[config.mk]
export PLATFORM = sky130hd
export DESIGN_NAME = sha1_block_hash
export DESIGN_NICKNAME = d
export VERILOG_FILES = /design/src/rtl/sha1bh_pkg.sv /design/src/rtl/sha1bh_sched.sv /design/src/rtl/sha1bh_core.sv /design/src/rtl/sha1bh_ctrl.sv /design/src/rtl/sha1_block_hash.sv
export SDC_FILE = /design/constraint.sdc
export NUM_CORES = 2
export LEC_CHECK = 0
export ABC_AREA = 1
export BUFFER_PORTS_ARGS = -buffer_cell sky130_fd_sc_hd__buf_2
export CAP_MARGIN = 20
export CORE_UTILIZATION = 54
export CTS_CLUSTER_DIAMETER = 30
export DETAILED_ROUTE_END_ITERATION = 10
export PLACE_DENSITY = 0.75
export SYNTH_ARGS = -nofsm -noshare
export SYNTH_HDL_FRONTEND = slang
export SYNTH_SLANG_ARGS = --single-unit
[constraint.sdc]
create_clock -name i_clk -period 14.1 [get_ports i_clk]
set_clock_uncertainty 0.2 [all_clocks]
set_input_delay 0.705 -clock i_clk [delete_from_list [all_inputs] [get_ports i_clk]]
set_output_delay 0.705 -clock i_clk [all_outputs]
set_load 0.05 [all_outputs]
[src/rtl/sha1bh_pkg.sv]
// ----------------------------------------------------------------------------
// sha1bh_pkg: shared types, constants and helpers for the SHA-1 block hash
// Word and index types, the round constants, the initial chaining value,
// the sequencer state and the control bundle passed between the modules.
// ----------------------------------------------------------------------------
package sha1bh_pkg;

    localparam int WordW     = 32;
    localparam int NumWords  = 16;
    localparam int NumRounds = 80;
    localparam int CvWords   = 5;
    localparam int RoundW    = 7;
    localparam int CountW    = 4;
    localparam int IdxW      = 3;

    typedef logic [WordW-1:0]                t_word;
    typedef logic [CvWords-1:0][WordW-1:0]   t_cv;
    typedef logic [NumWords-1:0][WordW-1:0]  t_win;
    typedef logic [RoundW-1:0]               t_round;
    typedef logic [CountW-1:0]               t_wcount;
    typedef logic [IdxW-1:0]                 t_didx;

    localparam t_round  LastRound = t_round'(NumRounds - 1);
    localparam t_wcount LastWord  = t_wcount'(NumWords - 1);
    localparam t_didx   LastIdx   = t_didx'(CvWords - 1);

    // Round group boundaries
    localparam t_round Round20 = t_round'(20);
    localparam t_round Round40 = t_round'(40);
    localparam t_round Round60 = t_round'(60);

    localparam t_word K0 = 32'h5a827999;
    localparam t_word K1 = 32'h6ed9eba1;
    localparam t_word K2 = 32'h8f1bbcdc;
    localparam t_word K3 = 32'hca62c1d6;

    typedef enum logic [1:0] {
        ST_IDLE,
        ST_ROUND,
        ST_FEED,
        ST_OUT
    } t_state;

    // Control bundle from the sequencer to the datapath
    typedef struct packed {
        logic   push;     // shift an accepted word into the window
        logic   iv_load;  // reload the chaining value with the initial value
        logic   load;     // copy the chaining value into the working variables
        logic   step;     // run one round and expand one schedule word
        logic   feed;     // add the working variables into the chaining value
        t_round round;    // current round number
    } t_ctl;

    function automatic t_word iv_word(input t_didx idx);
        t_word v;
        unique case (idx)
            3'd0:    v = 32'h67452301;
            3'd1:    v = 32'hefcdab89;
            3'd2:    v = 32'h98badcfe;
            3'd3:    v = 32'h10325476;
            3'd4:    v = 32'hc3d2e1f0;
            default: v = '0;
        endcase
        return v;
    endfunction

    function automatic t_word rotl1(input t_word x);
        return {x[WordW-2:0], x[WordW-1]};
    endfunction

    function automatic t_word rotl5(input t_word x);
        return {x[WordW-6:0], x[WordW-1:WordW-5]};
    endfunction

    function automatic t_word rotl30(input t_word x);
        return {x[1:0], x[WordW-1:2]};
    endfunction

endpackage

[src/rtl/sha1bh_sched.sv]
// ----------------------------------------------------------------------------
// sha1bh_sched: message schedule window
// Sixteen-word shift line. Accepted words shift in from the top; during the
// rounds the oldest word feeds the round and the expanded word shifts in.
// ----------------------------------------------------------------------------
module sha1bh_sched (
    input  logic              i_clk,
    input  sha1bh_pkg::t_ctl  i_ctl,
    input  sha1bh_pkg::t_word i_word,
    output sha1bh_pkg::t_word o_w
);
    import sha1bh_pkg::*;

    t_win  r_win;
    t_word expand;

    // W[t+16] = rotl1(W[t+13] ^ W[t+8] ^ W[t+2] ^ W[t])
    assign expand = rotl1(r_win[13] ^ r_win[8] ^ r_win[2] ^ r_win[0]);
    assign o_w    = r_win[0];

    always_ff @(posedge i_clk) begin
        if (i_ctl.push) begin
            r_win <= {i_word, r_win[NumWords-1:1]};
        end else if (i_ctl.step) begin
            r_win <= {expand, r_win[NumWords-1:1]};
        end
    end

endmodule

[src/rtl/sha1bh_core.sv]
// ----------------------------------------------------------------------------
// sha1bh_core: shared round unit
// Holds the working variables a..e and applies one SHA-1 round per step.
// ----------------------------------------------------------------------------
module sha1bh_core (
    input  logic              i_clk,
    input  logic              i_rst_n,
    input  sha1bh_pkg::t_ctl  i_ctl,
    input  sha1bh_pkg::t_word i_w,
    input  sha1bh_pkg::t_cv   i_cv,
    output sha1bh_pkg::t_cv   o_vars
);
    import sha1bh_pkg::*;

    t_cv   r_vars;
    t_word f_val;
    t_word k_val;
    t_word t_val;
    t_word va, vb, vc, vd, ve;

    assign va = r_vars[0];
    assign vb = r_vars[1];
    assign vc = r_vars[2];
    assign vd = r_vars[3];
    assign ve = r_vars[4];

    always_comb begin
        priority if (i_ctl.round < Round20) begin
            f_val = (vb & vc) | (~vb & vd);
            k_val = K0;
        end else if (i_ctl.round < Round40) begin
            f_val = vb ^ vc ^ vd;
            k_val = K1;
        end else if (i_ctl.round < Round60) begin
            f_val = (vb & vc) | (vb & vd) | (vc & vd);
            k_val = K2;
        end else begin
            f_val = vb ^ vc ^ vd;
            k_val = K3;
        end
    end

    assign t_val  = rotl5(va) + f_val + ve + k_val + i_w;
    assign o_vars = r_vars;

    always_ff @(posedge i_clk) begin
        if (!i_rst_n) begin
            r_vars <= '0;
        end else if (i_ctl.load) begin
            r_vars <= i_cv;
        end else if (i_ctl.step) begin
            r_vars <= {vd, vc, rotl30(vb), va, t_val};
        end
    end

endmodule

[src/rtl/sha1bh_ctrl.sv]
// ----------------------------------------------------------------------------
// sha1bh_ctrl: sequencer
// Counts words into a block, runs the 80 rounds, triggers the feed-forward
// and, at end of message, walks the five digest words out.
// ----------------------------------------------------------------------------
module sha1bh_ctrl (
    input  logic              i_clk,
    input  logic              i_rst_n,
    input  logic              i_in_valid,
    input  logic              i_in_start,
    input  logic              i_in_end,
    input  logic              i_out_ready,
    output logic              o_in_ready,
    output logic              o_out_valid,
    output sha1bh_pkg::t_didx o_idx,
    output sha1bh_pkg::t_ctl  o_ctl
);
    import sha1bh_pkg::*;

    t_state  r_state,  n_state;
    t_wcount r_wcount, n_wcount;
    t_round  r_round,  n_round;
    logic    r_end,    n_end;
    t_didx   r_idx,    n_idx;
    t_wcount pos;

    always_ff @(posedge i_clk) begin
        if (!i_rst_n) begin
            r_state  <= ST_IDLE;
            r_wcount <= '0;
            r_round  <= '0;
            r_end    <= 1'b0;
            r_idx    <= '0;
        end else begin
            r_state  <= n_state;
            r_wcount <= n_wcount;
            r_round  <= n_round;
            r_end    <= n_end;
            r_idx    <= n_idx;
        end
    end

    always_comb begin
        n_state     = r_state;
        n_wcount    = r_wcount;
        n_round     = r_round;
        n_end       = r_end;
        n_idx       = r_idx;
        o_in_ready  = 1'b0;
        o_out_valid = 1'b0;
        o_ctl       = '0;
        o_ctl.round = r_round;
        pos         = i_in_start ? '0 : r_wcount;

        unique case (r_state)
            ST_IDLE: begin
                o_in_ready = 1'b1;
                if (i_in_valid) begin
                    o_ctl.push    = 1'b1;
                    o_ctl.iv_load = i_in_start;
                    n_wcount      = pos + t_wcount'(1);
                    if (pos == LastWord) begin
                        o_ctl.load = 1'b1;
                        n_end      = i_in_end;
                        n_round    = '0;
                        n_state    = ST_ROUND;
                    end
                end
            end
            ST_ROUND: begin
                o_ctl.step = 1'b1;
                n_round    = r_round + t_round'(1);
                if (r_round == LastRound) begin
                    n_state = ST_FEED;
                end
            end
            ST_FEED: begin
                o_ctl.feed = 1'b1;
                n_idx      = '0;
                n_state    = r_end ? ST_OUT : ST_IDLE;
            end
            ST_OUT: begin
                o_out_valid = 1'b1;
                if (i_out_ready) begin
                    if (r_idx == LastIdx) begin
                        n_state = ST_IDLE;
                    end else begin
                        n_idx = r_idx + t_didx'(1);
                    end
                end
            end
            default: n_state = ST_IDLE;
        endcase
    end

    assign o_idx = r_idx;

endmodule

[src/rtl/sha1_block_hash.sv]
// ----------------------------------------------------------------------------
// sha1_block_hash: SHA-1 compression over a padded word stream
// Slave stream: tdata = 32-bit big-endian message word, tuser = start of
// message (reload the initial chaining value, word becomes word 0 of a
// block), tlast = end of message (set on word 15 of the final block).
// Master stream: five transfers per digest, H0 first; tdata = digest word,
// tuser = word index 0..4, tlast marks index 4.
// Words 0..14 of a block shift into the schedule window as accepted. The
// sixteenth word starts the compression: one round per cycle on the shared
// round unit, then a feed-forward into the chaining value. With end of
// message the digest words follow right after the feed-forward, one per
// cycle while the receiver takes them. The block is not ready during rounds,
// during the feed-forward or while digest words are pending; a stalled
// receiver holds the digest in place.
// Reset loads the standard initial value, clears the word position and
// returns the sequencer to idle. Without a start flag, words keep chaining
// from the current value, also after a digest has been sent.
// ----------------------------------------------------------------------------
module sha1_block_hash (
    input  logic        i_clk,
    input  logic        i_rst_n,
    input  logic        s_axis_tvalid,
    output logic        s_axis_tready,
    input  logic [31:0] s_axis_tdata,   // [31:0] msg_word
    input  logic        s_axis_tuser,   // [0] start_message
    input  logic        s_axis_tlast,   // end_message
    output logic        m_axis_tvalid,
    input  logic        m_axis_tready,
    output logic [31:0] m_axis_tdata,   // [31:0] digest_word
    output logic [2:0]  m_axis_tuser,   // [2:0] digest_index
    output logic        m_axis_tlast    // digest_last
);
    import sha1bh_pkg::*;

    t_ctl  ctl;
    t_word w_cur;
    t_cv   vars;
    t_cv   r_cv;
    t_didx idx;

    // Sequencer: word position, round counter, digest walk
    sha1bh_ctrl u_ctrl (
        .i_clk       (i_clk),
        .i_rst_n     (i_rst_n),
        .i_in_valid  (s_axis_tvalid),
        .i_in_start  (s_axis_tuser),
        .i_in_end    (s_axis_tlast),
        .i_out_ready (m_axis_tready),
        .o_in_ready  (s_axis_tready),
        .o_out_valid (m_axis_tvalid),
        .o_idx       (idx),
        .o_ctl       (ctl)
    );

    // Schedule window: loaded by transfers, expanded during rounds
    sha1bh_sched u_sched (
        .i_clk  (i_clk),
        .i_ctl  (ctl),
        .i_word (s_axis_tdata),
        .o_w    (w_cur)
    );

    // Round unit with working variables a..e
    sha1bh_core u_core (
        .i_clk   (i_clk),
        .i_rst_n (i_rst_n),
        .i_ctl   (ctl),
        .i_w     (w_cur),
        .i_cv    (r_cv),
        .o_vars  (vars)
    );

    // Chaining value: reload on start, add working variables after round 79
    always_ff @(posedge i_clk) begin
        if (!i_rst_n) begin
            for (int i = 0; i < CvWords; i++) begin
                r_cv[i] <= iv_word(t_didx'(i));
            end
        end else if (ctl.iv_load) begin
            for (int i = 0; i < CvWords; i++) begin
                r_cv[i] <= iv_word(t_didx'(i));
            end
        end else if (ctl.feed) begin
            for (int i = 0; i < CvWords; i++) begin
                r_cv[i] <= r_cv[i] + vars[i];
            end
        end
    end

    // Digest words come straight from the chaining registers, which hold
    // still until the last word is taken
    assign m_axis_tdata = r_cv[idx];
    assign m_axis_tuser = idx;
    assign m_axis_tlast = (idx == LastIdx);

endmodule

* Word-level counts from Yosys, hierarchy flattened
Index checks and enable logic that the tools add are counted.
Storage, ports and cells: register bits after elaboration 849, input bits 38, output and inout bits 38, logic and storage cells 117
Operators by class: add/subtract/negate cells 12, magnitude comparators 4, eq/ne operators 12, muxes and demuxes 33, bitwise operators 14, reduce and logical (&&, ||, !) cells 11
Operators with widths (number):
- $mux W512 | 2
- $mux W160 | 2
- $add A32 B32 Y32 | 9
- $mux W32 | 6
- $xor A32 B32 Y32 | 5
- $and A32 B32 Y32 | 4
- $bmux W32 S3 | 1
- $or A32 B32 Y32 | 3
- $not A32 Y32 | 1
- $mux W31 | 1
- $lt A7 B6 Y1 const B | 2
- $mux W7 | 2
- $pmux W7 S2 | 1
- $mux W2 | 6
- $mux W3 | 4
- $reduce_and A3 Y1 | 3
- $ne A2 B2 Y1 const B | 4
- $pmux W2 S4 | 1
- $reduce_bool A2 Y1 | 4
- $add A7 B1 Y7 const B | 1
- $eq A7 B7 Y1 const B | 1
- $lt A7 B5 Y1 const B | 1
- $pmux W3 S2 | 1
- $mux W1 | 5
- 14 further kinds | 16

* Longest topological paths before layout
depth in word-level cells 12, depth in mapped cells 25, mapped depth without buffers 23

* Modules after synthesis
From an unflattened synthesis, not the netlist that was laid out.
Second synthesis, totals: cell total of the unflattened synthesis 6343, area, all modules 50226.9 µm²
By module, submodules not included:
- sha1_block_hash | instances 1, cells an instance 3376, area an instance 18430.2 µm², sequential area each 3203.1 µm²
- sha1bh_sched | instances 1, cells an instance 1097, area an instance 18001.0 µm², sequential area each 15374.7 µm²
- sha1bh_core | instances 1, cells an instance 1735, area an instance 12836.1 µm², sequential area each 3203.1 µm²
- sha1bh_ctrl | instances 1, cells an instance 135, area an instance 959.7 µm², sequential area each 340.3 µm²

* Worst setup path after synthesis
Ideal clock, no wire load.
path kind register to register, start point register u_ctrl.r_state[1], end point register u_sched.r_win (netlist bit u_sched.o_w[0]) (enable), setup time 3.676 ns, data arrival time 9.231 ns, data required time 10.224 ns, setup slack 0.993 ns, stages on the path, launching flop included 6, buffers on the path 2, cells stage by stage dfxtp_1 > nor2_4 > inv_2 > buf_2 > clkbuf_2 > nand2_1
On the way: longest elaborated chain between the ends 3
Ends and longest elaborated chain:
- from (decl) | line sha1bh_ctrl.sv:20 | t_state r_state, n_state;
- from (signal assigned) | line sha1bh_ctrl.sv:35 | r_state <= n_state;
- $eq A2 B1 Y1 / $logic_not A2 Y1 (equally long branches) | line sha1bh_ctrl.sv:55 | unique case (r_state)
- $mux W1 / $mux W3 (equally long branches) | line sha1bh_ctrl.sv:55
- $reduce_bool A2 Y1 (no line) *
- to (signal assigned) | line sha1bh_sched.sv:23 | r_win <= {i_word, r_win[NumWords-1:1]};
- to (signal assigned) | line sha1bh_sched.sv:25 | r_win <= {expand, r_win[NumWords-1:1]};
- to (decl) | line sha1bh_sched.sv:14 | t_win r_win;
Mark *: on every way between the ends. The rest lies on a longest branch, timed or not. A chain may end at the register's enable or synchronous reset.

* Worst setup path after layout
start point register u_ctrl.r_state[0], end point register u_sched.r_win[273] in the netlist's numbering (enable)
Same word-level chain as after synthesis.

==> metrics.md <==
| Metric | Value |
|---|---|
| Status | completed |
| Placed Instance Area | 48,500 um2 |
| Warning count from the yosys run | 0 |
| Core ar. | 86,800 um2 |
| Endpoint arrival time on the critical path | about 6.3 ns |
| Share of flip-flops with an asynchronous set or reset after synthesis | 0% |
| Post-layout nets | about 6,000 |
| Final GP Congestion | 1.10 |
| Initial antenna violation count | 6 |
| Total CTS buffers | around 170 |
| Slew HR | 18.5% |
| Synthesis-to-layout area growth | 15.5% |
| Number of sinks on the clock net | 849 |
| Count of buffers from port buffering | 75 |
| Worst path buffer plus inverter count | 5 |
| Vias in the first global route | ~39,000 |
| Share of the cycle needed by the critical path after routing | a little over two fifths |
| Clock tree from TritonCTS | done |
| Final standard cell count with taps included and fillers excluded | a little under 7,000 |
| Max IR drop VDD | roughly 0.13 mV |
| Time the worst path needs with I/O delays and setup | between 6 and 7 ns |
| Total number of vias | 40,200 |
| Sequential cell area | 22,100 um2 |
| Dominant synthesized flop cell | edfxtp_1 |
| Most common cell on crit path | buf_4 |
| Overall fraction of global-route tracks in use | about 36% |
| Number of enable-type register cells in the synthesized netlist | around 510 |
| Worst hold path class | in -> reg |
| Wirelength, routed | ~160,000 um |
| Worst setup path category | reg -> reg |
| Cell Chain, Critical Path | inv_2 > nor2_4 > clkinv_2 > nand2_4 > buf_12 > buf_4 > buf_4 |
| Number of detailed-route iterations in the first pass | 6 |
| Slowest-stage cell, CP | buf_4 |
| Average instance area after synthesis | about 8.5 um2 |
| Global-route wire length before repair | 238,000 um |
| Pin count of the biggest net entering global routing | ~150 |
| Total of cells resized after clock tree synthesis | 0 |
| Leakage | about 23 nW |
| Post-Place Cells | about 6,600 |
| Endpoint required time on the critical path | about 14 ns |
| Die H | 298 um |
| Setup slack of the critical path after layout | between 8 and 9 ns |
| Residual antenna-violating net count after detailed routing | 0 |
| Post-synthesis instance area | 47,200 um2 |
| Sequential element share of the synthesized area | between 40 and 50% |
| DRC violations left | 0 |
| Family with the most delay on the worst path | buffers and inverters |
| Setup violators final | 0 |
| FF+latch count, synth | 849 |
| Register-to-Register Setup Slack | 8.03 ns |
| Hold violation total from the final report | 0 |
| Fin util | 62.9% |
| H-tree depth | 4 |
| Unrepaired setup endpoints after global routing | false |
| Total power | approximately 7.1 mW |
| Per-cell routed wire length | about 23 um |
| Final-layout fill cell count | a little over 7,000 |
| Cell at the root of the clock tree | clkbuf_16 |
| Mapped Nets | roughly 5,900 |
| Floorplan row count | around 110 |
| Clock transition at the registers of the reported paths | roughly 0.050 ns |
| Number of hold-repair buffers added at the cts stage | 12 |
| Count of unique library cells instantiated by Yosys | between 50 and 60 |
| Total global routing overflow | 0 |
| Vias/cell | roughly 5.8 |
| Starting DRT DRC Count | around 4,700 |
| Sum Neg Setup Slack | 0 ns |
| Pre-CTS setup slack | about 8 ns |
| Top achievable clock speed | approximately 160 MHz |
| Maximum buffer depth of the clock tree | 3 |
| Nature of the critical path startpoint | flop |
| Clock latency on the worst-skew pair | between 0.7 and 0.8 ns |
| Worst slew pin tran | between 1 and 1.5 ns |
| Area occupied by multi-input gates | about 21,000 um2 |
| Fraction of final layout cells with drive strength greater than 1 | under 10% |
| Chip Width | ~300 um |
| Critical path fanouts, max | about 150 |
| Initial standard-cell utilization of the core | 54.4% |
| Hpwl dp | about 120,000 um |
| Post-route cell area | between 50,000 and 60,000 um2 |
| Crit path capture type | flop |
| Worst stage delay on the critical path | 0.93 ns |
| Mapped Cells | roughly 5,500 |
| Pwr per Cell Area | 130 nW/um2 |
| Max-slew violation count | 0 |
| Fin Hold WS | 0.0333 ns |
| Post-CTS setup buffer count | 0 |
| IO Count | 76 |
| Count of maximum capacitance violations | 0 |
| Total Die Area | roughly 90,000 um2 |
routing by layer:
layer	vias up	wire (um)	track usage (%)
met5	-	44	0
met1	19000	64200	47.5
met4	6	10600	22.1
li1	18800	-	-
met2	2022	69100	54.1
met3	439	15600	8.04
report_power, final:
group	internal (mW)	total (mW)	switching, mW
Sequential	2.75	2.78	0.0389
Clock	2.62	4.09	1.47
Combinational	0.0716	0.226	0.154
Total	5.43	7.10	1.67
state kept, by name, indices dropped and copies added, names as in the netlist, 4 cells and up:
signal / count
u_core.va: 32
u_core.vd: 32
u_ctrl.r_round: 7
u_core.ve: 32
u_sched.o_w: 32
u_core.vc: 32
r_cv: 160
u_core.vb: 32
u_ctrl.r_wcount: 4
u_sched.r_win: 480
final timing paths:
kind | start | end | cells after the start
setup / recovery | u_ctrl.r_state[0]$_SDFFE_PN0P_ | u_sched.r_win[273]$_DFFE_PP_ | 7
setup reg to reg | u_ctrl.r_state[0]$_SDFFE_PN0P_ | u_sched.r_win[273]$_DFFE_PP_ | 7
hold / removal | s_axis_tdata[5] | u_sched.r_win[485]$_DFFE_PP_ | 3
hold reg to reg | u_sched.r_win[100]$_DFFE_PP_ | u_sched.r_win[68]$_DFFE_PP_ | 0
cells in the mapped netlist (all sizes together) (19+ instances only):
| master | number | share of area (%) |
|---|---|---|
| inv | 800 | 6.4 |
| a21o | 21 | 0.33 |
| xnor2 | 116 | 2.2 |
| clkbuf | 103 | 0.82 |
| nand3 | 263 | 2.8 |
| xor2 | 42 | 0.78 |
| ha | 204 | 5.4 |
| nor2 | 439 | 3.6 |
| nand2 | 1022 | 8.2 |
| nand4 | 32 | 0.42 |
| buf | 83 | 0.98 |
| o211ai | 37 | 0.59 |
| o21bai | 25 | 0.40 |
| a211oi | 25 | 0.40 |
| a221oi | 19 | 0.37 |
| nor3 | 32 | 0.34 |
| a21oi | 600 | 6.4 |
| o21ai | 604 | 6.4 |
| dfxtp | 337 | 14 |
| edfxtp | 512 | 33 |
| fa | 117 | 5.0 |
cell type report:
type | instances | area share [%]
sequential | 849 | 40.6
multi-input combinational | 3699 | 39.0
clock buffer | 200 | 8.38
inverter | 801 | 5.55
tap | 1155 | 2.65
clock inverter | 120 | 2.54
timing repair buffer | 116 | 1.33
antenna | 2 | 0.00918
worst min-delay path, delay by kind of cell:
kind	cells	cell delay [ns]
AND/OR/NAND/NOR	1	0.04
buffers and inverters	1	0.07
AO/OA/AOI/OAI	1	0.07
cells in the final DEF, fill, tap and decap left out, types with 25 or more instances in the layout:
master        n
nor2_1      432
a211oi_1     25
nand3_1     263
o21ai_0     478
fa_1        117
dfxtp_1     336
edfxtp_1    512
nand2_1    1015
o21ai_1     123
xnor2_1     116
a21oi_1     600
nand4_1      32
xor2_1       42
clkbuf_16   174
buf_2        75
clkinv_2     30
o211ai_1     37
inv_1       789
nor3_1       32
buf_4        28
ha_1        204
o21bai_1     25
cell families after synthesis:
kind of cell	count (synthesis)	synth area share, %
compound gates	1395	15.9
flops	849	46.8
xor+xnor	158	2.93
fa+ha+maj	321	10.4
buf+inv	987	8.18
simple gates	1825	15.8
No activity file was read; power rests on OpenSTA's default activity.
